## config.mk

```make
export PLATFORM = sky130hd
export DESIGN_NAME = hlpi_front
export DESIGN_NICKNAME = d
export VERILOG_FILES = /design/src/design/hlpi_pkg.sv /design/src/design/hlpi_front.sv
export SDC_FILE = /design/constraint.sdc
export NUM_CORES = 1
export LEC_CHECK = 0
export BUFFER_PORTS_ARGS = -buffer_cell sky130_fd_sc_hd__clkbuf_2
export CAP_MARGIN = 20
export CORE_UTILIZATION = 25
export DETAILED_ROUTE_END_ITERATION = 8
export PLACE_DENSITY = 0.43
export SLEW_MARGIN = 25
export SYNTH_ARGS = -nofsm -noshare
export SYNTH_HDL_FRONTEND = slang
export SYNTH_SLANG_ARGS = --single-unit
export TNS_END_PERCENT = 100
```

## constraint.sdc

```tcl
create_clock -name clk -period 21 [get_ports clk]
set_input_delay 1.05 -clock clk [delete_from_list [all_inputs] [get_ports clk]]
set_output_delay 1.05 -clock clk [all_outputs]
set_load 0.05 [all_outputs]
```

## src/design/hlpi_pkg.sv

```systemverilog
package hlpi_pkg;

  localparam int MaxLinesDefault = 32;
  localparam int CoordFracDefault = 4;
  localparam int RhoW = 14;
  localparam int ThetaW = 8;
  localparam int CoordW = 16;
  localparam int ImgW = 12;
  localparam int TrigW = 16;
  localparam logic [ImgW-1:0] WidthReset = 12'd640;
  localparam logic [ImgW-1:0] HeightReset = 12'd480;
  localparam logic CfgIdxWidth = 1'b0;
  localparam logic CfgIdxHeight = 1'b1;

  typedef struct packed {
    logic signed [RhoW-1:0] rho;
    logic [ThetaW-1:0] theta;
    logic vert;
  } line_t;

  typedef struct packed {
    line_t cur;
    line_t other;
    logic last;
  } pair_t;

  typedef enum logic [1:0] {
    FR_IDLE,
    FR_SCAN,
    FR_STORE
  } front_state_t;

  typedef enum logic [2:0] {
    BK_IDLE,
    BK_TRIG,
    BK_MUL,
    BK_SUM,
    BK_CHECK,
    BK_DIV,
    BK_OUT
  } back_state_t;

  // sin(k deg) for k = 0..90, signed Q1.14, built by repeated one-degree rotation
  function automatic logic signed [TrigW-1:0] sin_rom(input logic [6:0] k);
    logic signed [TrigW-1:0] v;
    case (k)
      7'd0: v = 16'sd0;      7'd1: v = 16'sd286;    7'd2: v = 16'sd572;
      7'd3: v = 16'sd857;    7'd4: v = 16'sd1143;   7'd5: v = 16'sd1428;
      7'd6: v = 16'sd1713;   7'd7: v = 16'sd1997;   7'd8: v = 16'sd2280;
      7'd9: v = 16'sd2563;   7'd10: v = 16'sd2845;  7'd11: v = 16'sd3126;
      7'd12: v = 16'sd3406;  7'd13: v = 16'sd3686;  7'd14: v = 16'sd3964;
      7'd15: v = 16'sd4240;  7'd16: v = 16'sd4516;  7'd17: v = 16'sd4790;
      7'd18: v = 16'sd5063;  7'd19: v = 16'sd5334;  7'd20: v = 16'sd5604;
      7'd21: v = 16'sd5872;  7'd22: v = 16'sd6138;  7'd23: v = 16'sd6402;
      7'd24: v = 16'sd6664;  7'd25: v = 16'sd6924;  7'd26: v = 16'sd7182;
      7'd27: v = 16'sd7438;  7'd28: v = 16'sd7692;  7'd29: v = 16'sd7943;
      7'd30: v = 16'sd8192;  7'd31: v = 16'sd8438;  7'd32: v = 16'sd8682;
      7'd33: v = 16'sd8923;  7'd34: v = 16'sd9162;  7'd35: v = 16'sd9397;
      7'd36: v = 16'sd9630;  7'd37: v = 16'sd9860;  7'd38: v = 16'sd10087;
      7'd39: v = 16'sd10311; 7'd40: v = 16'sd10531; 7'd41: v = 16'sd10749;
      7'd42: v = 16'sd10963; 7'd43: v = 16'sd11174; 7'd44: v = 16'sd11381;
      7'd45: v = 16'sd11585; 7'd46: v = 16'sd11786; 7'd47: v = 16'sd11982;
      7'd48: v = 16'sd12176; 7'd49: v = 16'sd12365; 7'd50: v = 16'sd12551;
      7'd51: v = 16'sd12733; 7'd52: v = 16'sd12911; 7'd53: v = 16'sd13085;
      7'd54: v = 16'sd13255; 7'd55: v = 16'sd13421; 7'd56: v = 16'sd13583;
      7'd57: v = 16'sd13741; 7'd58: v = 16'sd13894; 7'd59: v = 16'sd14044;
      7'd60: v = 16'sd14189; 7'd61: v = 16'sd14330; 7'd62: v = 16'sd14466;
      7'd63: v = 16'sd14598; 7'd64: v = 16'sd14726; 7'd65: v = 16'sd14849;
      7'd66: v = 16'sd14968; 7'd67: v = 16'sd15082; 7'd68: v = 16'sd15191;
      7'd69: v = 16'sd15296; 7'd70: v = 16'sd15396; 7'd71: v = 16'sd15491;
      7'd72: v = 16'sd15582; 7'd73: v = 16'sd15668; 7'd74: v = 16'sd15749;
      7'd75: v = 16'sd15826; 7'd76: v = 16'sd15897; 7'd77: v = 16'sd15964;
      7'd78: v = 16'sd16026; 7'd79: v = 16'sd16083; 7'd80: v = 16'sd16135;
      7'd81: v = 16'sd16182; 7'd82: v = 16'sd16225; 7'd83: v = 16'sd16262;
      7'd84: v = 16'sd16294; 7'd85: v = 16'sd16322; 7'd86: v = 16'sd16344;
      7'd87: v = 16'sd16362; 7'd88: v = 16'sd16374; 7'd89: v = 16'sd16382;
      7'd90: v = 16'sd16384;
      default: v = 16'sd0;
    endcase
    return v;
  endfunction

  // sine of an angle already reduced to 0..359
  function automatic logic signed [TrigW-1:0] sine_deg(input logic [8:0] r);
    logic signed [TrigW-1:0] v;
    if (r <= 9'd90) begin
      v = sin_rom(r[6:0]);
    end else if (r <= 9'd180) begin
      v = sin_rom(7'(9'd180 - r));
    end else if (r <= 9'd270) begin
      v = -sin_rom(7'(r - 9'd180));
    end else begin
      v = -sin_rom(7'(9'd360 - r));
    end
    return v;
  endfunction

  // reduce a value in -359..719 to 0..359
  function automatic logic [8:0] wrap_deg(input logic signed [10:0] d);
    logic signed [10:0] t;
    t = d;
    if (t < 0) begin
      t = t + 11'sd360;
    end else if (t >= 11'sd360) begin
      t = t - 11'sd360;
    end
    return t[8:0];
  endfunction

endpackage

```

## src/design/hlpi_front.sv

```systemverilog
module hlpi_front
  import hlpi_pkg::*;
#(
  parameter int MaxLines = MaxLinesDefault
) (
  input  logic clk,
  input  logic rst,
  input  logic in_valid,
  output logic in_ready,
  input  logic signed [RhoW-1:0] in_rho,
  input  logic [ThetaW-1:0] in_theta,
  input  logic in_new_set,
  output logic q_valid,
  input  logic q_ready,
  output pair_t q_data,
  input  logic back_idle
);

  localparam int IdxW = $clog2(MaxLines);
  localparam int CntW = $clog2(MaxLines + 1);

  front_state_t state, state_next;
  line_t store [MaxLines];
  line_t cur;
  line_t rd;
  line_t held;
  logic [CntW-1:0] count;
  logic [CntW-1:0] scan;
  logic have_last;
  logic rd_valid;
  logic take;
  logic advance;
  logic push;
  logic [CntW-1:0] eff_count;

  assign eff_count = in_new_set ? '0 : count;
  assign take = in_valid && in_ready;
  assign advance = !q_valid || q_ready;
  assign push = (state == FR_SCAN) && advance && have_last && (rd_valid || scan >= count);

  always_comb begin
    state_next = state;
    case (state)
      FR_IDLE: if (take && eff_count < CntW'(MaxLines)) state_next = FR_SCAN;
      FR_SCAN: if (scan == count && !rd_valid && (!have_last || advance)) begin
        state_next = FR_STORE;
      end
      FR_STORE: if (!q_valid && back_idle) state_next = FR_IDLE;
      default: state_next = FR_IDLE;
    endcase
  end

  always_comb begin
    in_ready = (state == FR_IDLE) && !q_valid && back_idle;
  end

  // scan reads one store entry at a time while the queue advances; a matching
  // entry is held one step so the last pair of the line is known when queued
  always_ff @(posedge clk) begin
    if (rst) begin
      state <= FR_IDLE;
      count <= '0;
      scan <= '0;
      rd_valid <= 1'b0;
      have_last <= 1'b0;
      q_valid <= 1'b0;
    end else begin
      state <= state_next;
      if (push) begin
        q_valid <= 1'b1;
      end else if (q_ready) begin
        q_valid <= 1'b0;
      end
      case (state)
        FR_IDLE: begin
          if (take) begin
            count <= eff_count;
            cur <= '{rho: in_rho, theta: in_theta,
                     vert: (in_theta < 8'd45) || (in_theta > 8'd135)};
            scan <= '0;
            rd_valid <= 1'b0;
            have_last <= 1'b0;
          end
        end
        FR_SCAN: begin
          if (advance) begin
            if (rd_valid) begin
              if (have_last) begin
                q_data <= '{cur: cur, other: held, last: 1'b0};
              end
              held <= rd;
              have_last <= 1'b1;
              rd_valid <= 1'b0;
            end else if (scan < count) begin
              rd <= store[scan[IdxW-1:0]];
              scan <= scan + 1'b1;
              rd_valid <= store[scan[IdxW-1:0]].vert != cur.vert;
            end else if (have_last) begin
              q_data <= '{cur: cur, other: held, last: 1'b1};
              have_last <= 1'b0;
            end
          end
        end
        FR_STORE: begin
          if (!q_valid && back_idle && count < CntW'(MaxLines)) begin
            store[count[IdxW-1:0]] <= cur;
            count <= count + 1'b1;
          end
        end
        default: ;
      endcase
    end
  end

endmodule

```

### After elaboration in Yosys (flattened, before gate mapping)

Memories as Yosys holds them, arrays and structs flattened. A register that Yosys moved wholly into a read port is not among the register bits.
Cells that the tools add are included.
W data, S select, Z words.

| storage, ports and cells | value |
|---|---|
| register bits after elaboration | 133 |
| memory bits (writable) | 736 |
| bits of input ports | 28 |
| output and inout port bits | 49 |
| logic and storage cells | 114 |
| memories kept | 1 |

| operators by class | value |
|---|---|
| add/sub/neg operators | 2 |
| magnitude comparators | 6 |
| eq/ne operators | 15 |
| mux-type cells | 34 |
| bitwise logic cells | 2 |
| reduce and logical (&&, ||, !) cells | 32 |

Memories:

| memory | depth | width | rd ports | clocked after memory_dff | wr ports | RTL line | RTL |
|---|---|---|---|---|---|---|---|
| store | 32 | 23 | 1 | 1 | 1 | hlpi_front.sv:23 | `line_t store [MaxLines];` |

Operator list:

| kind | count |
|---|---|
| $mux W47 | 4 |
| $mux W6 | 7 |
| $pmux W6 S2 | 2 |
| $ne A2 B2 Y1 const B | 8 |
| $mux W1 | 13 |
| $add A6 B1 Y6 const B | 2 |
| $lt A6 B6 Y1 const B | 2 |
| $reduce_and A3 Y1 | 4 |
| $logic_and A1 B1 Y1 | 11 |
| $mux W5 | 2 |
| $reduce_and A5 Y1 | 2 |
| $gt A8 B8 Y1 const B | 1 |
| $lt A8 B6 Y1 const B | 1 |
| $reduce_and A4 Y1 | 2 |
| $reduce_bool A2 Y1 | 4 |
| $eq A6 B6 Y1 | 1 |
| $ge A6 B6 Y1 | 1 |
| $lt A6 B6 Y1 | 1 |
| $mux W2 | 3 |
| $pmux W2 S3 | 1 |
| $reduce_and A6 Y1 | 1 |
| $logic_or A1 B1 Y1 | 4 |
| $ne A2 B1 Y1 const B | 2 |
| $pmux W1 S2 | 2 |
| other kinds (7) | 10 |

### Depth between registers and ports, before layout

Gate-level depths: netlist of the first run.

| logic depth | value |
|---|---|
| depth after elaboration | 8 |
| gate-level depth with buffers | 8 |
| depth with buffers taken out | 8 |

### Worst setup path after synthesis of the first run

OpenSTA, ideal clock, no wires.

| timing path | value |
|---|---|
| kind | in2reg |
| start point | input q_ready |
| end point | register q_data[0] (netlist name) (enable) |
| library setup time | 0.584 ns |
| data arrival time | 6.198 ns |
| data required time | 20.416 ns |
| slack | 14.218 ns |
| stages on the path | 3 |
| path through | nand2b_1 > nand2_1 > nor4b_1 |

| between the ends | value |
|---|---|
| longest elaborated chain between the ends | 2 |

RTL lines:

| what | RTL line | RTL |
|---|---|---|
| start, declared | hlpi_front.sv:14 | `input logic q_ready,` |
| $logic_or A1 B1 Y1 | hlpi_front.sv:38 | `assign advance = !q_valid \|\| q_ready;` |
| $reduce_and A6 Y1 (no line) | -- |  |
| end signal, assigned | hlpi_front.sv:89 | `q_data <= '{cur: cur, other: held, last: 1'b0};` |
| end signal, assigned | hlpi_front.sv:99 | `q_data <= '{cur: cur, other: held, last: 1'b1};` |
| end, declared | hlpi_front.sv:15 | `output pair_t q_data,` |

No other way between the ends.
A chain may end at the register's enable or synchronous reset.

==> results.yml, run 1 <==
detailed_routing:
  drt_iter0_markers: 1822
  vias: 15300
  wl_mm: 93.4
  via_per_inst: 4.52
  routedWlPerCell_um: 27.7
  drc: 0
  firstDrtPassIters: 5
  ant_nets: 0
sta:
  fin_crit_ns: 4.05
  fin_tns_setup_ns: 0
  period_share: 0.193
  max_freq_mhz: 247
  relSlewSlack: 0.283
  rsz0062_at_grt: "false"
  fin_skew_ns: 0.0185
  slew_violations: 0
  fin_ws_ns: 16.95
  finalHoldViolCount: 0
  finalSetupViolCount: 0
  hold_ws_ns: 0.417
  worst_pin_slew_ns: 1.08
yosys:
  synth_fp_nets: 1425
  synth_area_leaders: "edfxtp_1 78%, mux4_2 15%, dfxtp_1 1.3%, mux2_2 0.79%, mux2i_1 0.52%"
  synth_commonest_cells: "852 x edfxtp_1, 220 x mux4_2, 41 x nor2_1"
  postSynthCellCount: 1386
  synth_top_area_share: 0.781
  synth_top_flop_cell: "edfxtp_1"
  ys_warn_count: 0
  synth_top_area_cell: "edfxtp_1"
  synth-edff-count: 852
  syn-cell-area_mm2: 0.0328
  synth-seq-area-share: 0.794
  synthMostInstantiatedCell: "edfxtp_1"
  ys_ff_latch: 874
  avgSynthCellArea_um2: 23.6
  ys_types: 43
  synthArstFlopShare: 0
global_route:
  busiest_layer: "met1"
  grt_use_met3: 0.0212
  grt_start_max_net_pins: 95
  antenna_found_initial: 9
  grt_pass1_vias: 15600
  grt_overflow_total: 0
  grt_pass1_wl_mm: 130
  grt_util_all_layers: 0.141
  grt_use_met2: 0.208
  met1_usage: 0.218
min_path:
  hold_path.class: "flip-flop to flip-flop"
outcome:
  status: "completed"
die:
  die-area_mm2: 0.133
  die_height_um: 364
  core_mm2: 0.130
  ios: 77
  initial_core_util: 0.252
  rows: 132
  die_x_um: 364
pwr:
  ir_drop_uv: 61.5
  p_sw_frac: 0.196
  combPwrFrac: 0.010
  power.switching_mw: 0.711
  seqPwrFrac: 0.525
  internal-power_mw: 2.91
  p_clk_frac: 0.465
  p_leak_nw: 11.5
  p_per_area_mw_per_mm2: 92.7
placement:
  post-dp-hpwl_mm: 56.4
  place.gp.congestion: 0.765
  dp.cells: 3192
  place_ws_ns: 16.91
  port_buffers: 76
  placed_area_mm2: 0.0358
setup_path:
  worst_ep_required_time_ns: 21.40
  worstSetupEndpointType: "flip-flop"
  cp-start-kind: "flip-flop"
  crit_family: "buffers and inverters"
  path_buf_inv: 2
  crit_chain: "buf_4 > buf_4 > mux4_2 > mux4_2 > mux2_2"
  cp_data_arrival_time_ns: 4.45
  crit_path_max_incr_delay_ns: 0.91
  slowest_stage: "buf_4"
  critPathKind: "flip-flop to flip-flop"
  cp_max_fo: 59
  regToRegSetupSlack_ns: 16.95
clock_tree:
  clkLatencyLatePin_ns: 0.65
  postCtsResizedCells: 0
  cts_buffer_depth: 3
  cts_setup_buffers: 0
  cts-htree-levels: 3
  cts_tree: "built"
  cts.clk_slew.worst_paths_ns: 0.06
  cts_hold_buf: 0
  cts_buffers: 97
  cts.sinks: 874
  clock-root-buffer: "clkbuf_16"
finish:
  nNetsFinal: 1590
  area_growth_syn_to_layout_pct: 19.1
  fin_cells: 3376
  fin_area_mm2: 0.0390
  drive_gt1_frac: 0.331
flow_run:
  max_cap_viol_count: 0
## registers in the layout (all words and copies together) (netlist names), named ones only
| name | count |
|---|---|
| count | 6 |
| held | 23 |
| store | 736 |
| q_data | 47 |
| q_valid | 1 |
| state | 2 |
| have_last | 1 |
| scan | 6 |
| rd_valid | 1 |
| rd | 23 |
| cur | 23 |
## cell families after synthesis
| family | count (synthesis) | synth area share |
|---|---|---|
| flops | 874 | 0.794 |
| simple gates | 118 | 0.0172 |
| compound gates | 49 | 0.00932 |
| mux | 260 | 0.164 |
| xor+xnor | 3 | 0.000802 |
| buf+inv | 71 | 0.0101 |
| fa+ha+maj | 11 | 0.00420 |
## cell usage in the layout (no fill, tap or decap), types with 11 or more instances in the layout
master,n
dfxtp_1,17
buf_4,35
clkinv_2,12
clkbuf_1,31
a21oi_1,22
nand2_1,22
edfxtp_1,852
clkbuf_2,76
mux2i_1,17
inv_1,13
mux4_2,220
clkinv_1,15
nor2_4,33
ha_1,11
clkbuf_16,103
nand3_1,16
mux2_2,23
## stage by stage
stage | power, mW | util
global route | 3.72 | 0.301
global placement | 1.97 | 0.274
finish | 3.62 | 0.301
detailed placement | 1.97 | 0.276
CTS | 3.66 | 0.300
floorplan | 1.95 | -
## layout make-up
cell class                      count  area (um^2)
Antenna cell                        4         10.0
Clock buffer                      137         2740
Clock inverter                     41          405
Fill cell                       12600        90800
Inverter                           14         52.6
Multi-Input combinational cell    441         6680
Sequential cell                   874        26000
Tap cell                         1742         2180
Timing Repair Buffer              123          942
## worst reg2reg max path: stages, from the launching register on
cell and delay, ns:
dfxtp_4 0.83, buf_4 0.96, buf_4 0.74, mux4_2 0.52, mux4_2 0.48, mux2_2 0.28
## routing by layer
metal / up-vias / wire, um
met4: 0 / 1500
met2: 415 / 41100
met1: 8509 / 46500
li1: 6249 / -
met3: 98 / 4290
met5: - / 0
## power groups by stage
stage	clock, mW	combinational [mW]	sequential (mW)
floorplan	0	0.00886	1.94
CTS	1.72	0.0368	1.90
finish	1.68	0.0354	1.90
global route	1.78	0.0382	1.90
detailed placement	0	0.0366	1.94
global placement	0	0.0350	1.94
## final timing paths
check            start  endpoint  cells after the start
max          flip-flop    rd[16]                      5
min             rd[16]  held[16]                      0
max reg2reg  flip-flop    rd[16]                      5
min reg2reg     rd[16]  held[16]                      0
Power figures use the tool's default switching activity.
==> run 2, diff against run 1 <==
- ABC_AREA: default -> 1
- clock period: 21 -> 3.85 ns (I/O delays scaled with it)
==> results.yml, run 2 <==
die:
  ios: 77
  die_x_um: 368
  rows: 134
  die_height_um: 368
  die-area_mm2: 0.136
  initial_core_util: 0.252
  core_mm2: 0.133
clock_tree:
  clock-root-buffer: "clkbuf_16"
  cts_buffer_depth: 3
  clkLatencyLatePin_ns: 0.67
  cts-htree-levels: 3
  cts_setup_buffers: 0
  cts.clk_slew.worst_paths_ns: 0.06
  cts.sinks: 874
  cts_buffers: 101
  cts_tree: "built"
global_route:
  grt_start_max_net_pins: 185
  grt_util_all_layers: 0.150
  antenna_found_initial: 7
  grt_overflow_total: 0
  grt_pass1_vias: 20800
  grt_pass1_wl_mm: 147
setup_path:
  crit_path_max_incr_delay_ns: 0.63
  worst_ep_required_time_ns: 4.18
  critPathKind: "flip-flop to flip-flop"
  cp_data_arrival_time_ns: 3.35
  worstSetupEndpointType: "flip-flop"
  cp-start-kind: "flip-flop"
  cp_max_fo: 20
  r2r_cells: 7
  timing.rr.start: "state[1]"
  path_buf_inv: 2
  r2r_end: "store[11][10]"
  cp_num_cells: 7
  critPathMostFrequentCell: "nor2_1"
  crit_chain: "inv_2 > nor2_1 > nand4_1 > nor2_1 > nand2_1 > nor2_2 > buf_4"
  crit_family: "simple AND/OR/NAND/NOR gates"
  slowest_stage: "nand2_1"
  regToRegSetupSlack_ns: 0.83
finish:
  drive_gt1_frac: 0.144
  fillCellCount: 13300
  layout_commonest_cell: "edfxtp_1"
  area_growth_syn_to_layout_pct: 19.3
  nNetsFinal: 2571
  final_util: 0.300
  fin_cells: 4381
  final_cell_mix: "852 x edfxtp_1, 418 x nor2_1, 355 x o21ai_0"
  largest_register_ff_count: 736
yosys:
  ys_warn_count: 0
  synthArstFlopShare: 0
  avgSynthCellArea_um2: 14.1
  syn-cell-area_mm2: 0.0335
  postSynthCellCount: 2372
  synth_area_leaders: "edfxtp_1 76%, o21ai_0 5.3%, nor2_1 5.1%, o221ai_1 3.4%, dfxtp_1 1.3%"
  synth_top_area_cell: "edfxtp_1"
  synthMostInstantiatedCell: "edfxtp_1"
  synth_commonest_cells: "852 x edfxtp_1, 453 x nor2_1, 355 x o21ai_0"
  synth_top_area_share: 0.763
  ys_ff_latch: 874
  synth-seq-area-share: 0.776
  synth_top_flop_cell: "edfxtp_1"
  synth_fp_nets: 2411
  synth-edff-count: 852
  ys_types: 38
placement:
  port_buffers: 76
  place.gp.congestion: 0.807
  post-dp-hpwl_mm: 60.2
  place_ws_ns: 0.819
  dp.cells: 4167
sta:
  slew_violations: 0
  relSlewSlack: 0.354
  fin_crit_ns: 3.02
  finalSetupViolCount: 0
  fin_skew_ns: 0.0269
  fin_tns_setup_ns: 0
  fin_ws_ns: 0.832
  max_freq_mhz: 331
  period_share: 0.784
  worst_pin_slew_ns: 0.967
  finalHoldViolCount: 0
  rsz0062_at_grt: "false"
pwr:
  p_leak_nw: 12.8
  p_per_area_mw_per_mm2: 501
  power_mw: 20.0
  ir_drop_uv: 292
detailed_routing:
  wl_mm: 103
  drt_iter0_markers: 1664
  ant_nets: 0
  vias: 20700
  firstDrtPassIters: 7
  drc: 0
  routedWlPerCell_um: 23.6
  via_per_inst: 4.73
min_path:
  hold_path_depth: 5
  hp-start: "in_valid"
  whs_endpoint: "count[3]"
  hold_path.class: "input pin to flip-flop"
outcome:
  status: "completed"
flow_run:
  max_cap_viol_count: 0
-- run 2: changes by cell type after synthesis, moves of 23 or more --
cell / delta
nor2_1: +412
o21ai_0: +353
mux4_2: -220
o221ai_1: +129
nand2_1: +75
nand3_1: +69
o22ai_1: +46
buf_2: +45
clkbuf_1: +44
o21ai_1: +43
mux2_2: -23
-- run 2: worst min-delay path, delay by kind of cell --
kind	cells	cell delay, ns
and+or+nand+nor	4	0.47
buffers and inverters	1	0.09
-- run 2: worst max path at each step --
stage               startpoint       endpoint  slack [ns]
global route          state[1]  store[11][10]        0.62
CTS                   state[1]  store[11][10]        0.80
detailed placement    state[1]  store[11][17]        0.82
finish                state[1]  store[11][10]        0.83
global placement      state[1]   store[11][9]        0.92
floorplan             count[2]          rd[0]        1.04
-- run 2: what timing repair did --
item                                   CTS  global route
hold buffers                            29             0
endpoints found under the hold margin   36             0
resized for setup                        0             0
-- run 2: cell families (layout without fill, tap and decap cells) --
kind of cell    count (synthesis)  count (layout)  share of synthesized area
flops                         874             874                      0.776
simple gates                  649             649                     0.0769
compound gates                642             642                      0.114
buf+inv                       192             431                     0.0281
fa+ha+maj                      11              11                    0.00410
xor+xnor                        4               4                    0.00105
other cells                     0               2                          0
-- run 2: cell type report --
| class | instances | area, um^2 | share of cell area |
|---|---|---|---|
| Sequential cell | 874 | 26000 | 0.651 |
| Multi-Input combinational cell | 1306 | 6760 | 0.169 |
| Clock buffer | 118 | 2610 | 0.0653 |
| Tap cell | 1768 | 2210 | 0.0553 |
| Timing Repair Buffer | 213 | 1650 | 0.0413 |
| Clock inverter | 64 | 578 | 0.0145 |
| Inverter | 36 | 146 | 0.00366 |
| Antenna cell | 2 | 5.00 | 0.000125 |
-- run 2: routing by layer --
metal / GRT usage / up-vias / wire length, um
li1: - / 9333 / -
met1: 0.195 / 10500 / 44500
met2: 0.245 / 693 / 48500
met3: 0.0286 / 161 / 6770
met4: 0.0567 / 2 / 3540
met5: 0 / - / 20
-- run 2: power breakdown --
group	total (mW)	leakage, nW	switching, mW	internal, mW
combinational	0.329	3.43	0.243	0.0858
sequential	10.4	7.84	0.0137	10.4
clock	9.31	1.56	3.87	5.44
total	20.0	12.8	4.13	15.9
-- run 2: metrics by stage --
step / hold WS (ns) / area [um^2]
2_1_floorplan: 0.291 / 33500
3_3_place_gp: 0.373 / 36500
3_5_place_dp: 0.371 / 36500
4_1_cts: 0.0716 / 40000
5_1_grt: 0.135 / 40000
6_report: 0.115 / 40000
==> run 3, diff against run 2 <==
- clock period: 3.85 -> 3 ns (I/O delays scaled with it)
==> results.yml, run 3 (synthesis gave the netlist of run 2 again) <==
placement:
  post-dp-hpwl_mm: 53.1
  dp.cells: 4166
  port_buffers: 76
  place.gp.congestion: 0.756
pwr:
  power_mw: 25.8
  p_leak_nw: 12.9
  ir_drop_uv: 398
  p_per_area_mw_per_mm2: 641
min_path:
  hold_path.class: "input pin to flip-flop"
clock_tree:
  cts_tree: "built"
  cts_buffers: 99
  postCtsResizedCells: 0
  cts.sinks: 874
  clkLatencyLatePin_ns: 0.67
  clock-root-buffer: "clkbuf_16"
  cts_buffer_depth: 3
  cts.clk_slew.worst_paths_ns: 0.06
  cts-htree-levels: 3
global_route:
  grt_util_all_layers: 0.143
  grt_start_max_net_pins: 118
  antenna_found_initial: 1
  grt_pass1_wl_mm: 143
  grt_pass1_vias: 20700
  grt_overflow_total: 0
sta:
  fin_skew_ns: 0.0355
  relSlewSlack: 0.421
  finalHoldViolCount: 0
  period_share: 0.886
  worst_pin_slew_ns: 0.867
  finalSetupViolCount: 0
  rsz0062_at_grt: "false"
  fin_crit_ns: 2.66
  fin_tns_setup_ns: 0
  slew_violations: 0
  max_freq_mhz: 376
finish:
  area_growth_syn_to_layout_pct: 20.1
  largest_register_ff_count: 736
  final_cell_mix: "852 x edfxtp_1, 418 x nor2_1, 355 x o21ai_0"
  final_util: 0.302
  multi_input_area_mm2: 0.00676
  fin_cells: 4380
  regArea_mm2: 0.0260
  nNetsFinal: 2569
  layout_commonest_cell: "edfxtp_1"
  drive_gt1_frac: 0.142
  fillCellCount: 13200
die:
  die-area_mm2: 0.136
  core_mm2: 0.133
  die_x_um: 368
  rows: 134
  ios: 77
  initial_core_util: 0.252
  die_height_um: 368
setup_path:
  cp_max_fo: 8
  worstSetupEndpointType: "flip-flop"
  crit_family: "simple AND/OR/NAND/NOR gates"
  crit_path_max_incr_delay_ns: 0.46
  crit_chain: "clkinv_1 > ha_1 > nand2_1 > nor2_1 > o21ai_1 > o211ai_1 > nor2_2 > inv_1 > nor2_1 > nand2_1 > a21oi_1"
  critPathKind: "flip-flop to flip-flop"
  worst_ep_required_time_ns: 3.55
  cp-start-kind: "flip-flop"
  path_buf_inv: 2
  cp_data_arrival_time_ns: 3.20
  slowest_stage: "nor2_1"
detailed_routing:
  firstDrtPassIters: 5
  wl_mm: 98.7
  drc: 0
  drt_iter0_markers: 1714
  via_per_inst: 4.70
  vias: 20600
  routedWlPerCell_um: 22.5
  ant_nets: 0
outcome:
  status: "completed"
flow_run:
  max_cap_viol_count: 0
## run 3: cell count changes in the layout (fill, tap and decap cells not counted), moves of 2 or more
cell,delta
clkinv_4,-2
bufinv_16,+3
buf_12,+17
clkbuf_1,+5
clkinv_1,-2
buf_4,-18
clkinv_2,-4
clkbuf_8,+2
## run 3: per-stage QoR
step	hold WS [ns]	instance area [um^2]	setup slack, ns
2_1_floorplan	0.249	33500	0.191
3_3_place_gp	0.332	36700	0.314
3_5_place_dp	0.336	36700	0.282
4_1_cts	0.0793	40300	0.257
5_1_grt	0.146	40300	0.0996
6_report	0.119	40300	0.342
## run 3: worst register-to-register path: stages (launching register included)
cell and delay [ns]:
dfxtp_1 0.40, clkinv_1 0.24, ha_1 0.36, nand2_1 0.07, nor2_1 0.05, o21ai_1 0.08
o211ai_1 0.11, nor2_2 0.22, inv_1 0.14, nor2_1 0.46, nand2_1 0.14, a21oi_1 0.30
## run 3: where the power goes
part | leakage (nW) | internal [mW] | switching, mW
sequential | 7.84 | 13.3 | 0.0103
combinational | 3.46 | 0.112 | 0.277
clock | 1.58 | 7.23 | 4.87
total | 12.9 | 20.7 | 5.15
## run 3: path summary, 6_finish.rpt
check	startpoint	endpoint	slack [ns]	cells after the start
hold reg to reg	held[9]	q_data[10]	0.42	0
hold / removal	in_valid	count[5]	0.12	5
setup reg to reg	count[2]	flip-flop	0.34	11
setup / recovery	count[2]	flip-flop	0.34	11
## run 3: repair_timing
item / CTS / global route
endpoints found under the setup margin: 0 / 0
endpoints found under the hold margin: 39 / 0
hold buffers: 30 / 0
buffers inserted: 0 / 0
## run 3: layout make-up
type	count	share of cell area
sequential	874	0.646
multi-input combinational	1306	0.168
clock buffer	124	0.0654
tap	1768	0.0549
timing repair buffer	213	0.0464
clock inverter	57	0.0153
inverter	36	0.00363
antenna	2	0.000124
## run 3: layer usage
layer | part of all wire | vias to the layer above | wire, um | track usage
met1 | 0.44 | 10500 | 43900 | 0.190
met5 | 0 | - | 0 | 0
met4 | 0.019 | 0 | 1900 | 0.0397
met3 | 0.052 | 112 | 5140 | 0.0224
li1 | - | 9329 | - | -
met2 | 0.48 | 608 | 47800 | 0.241
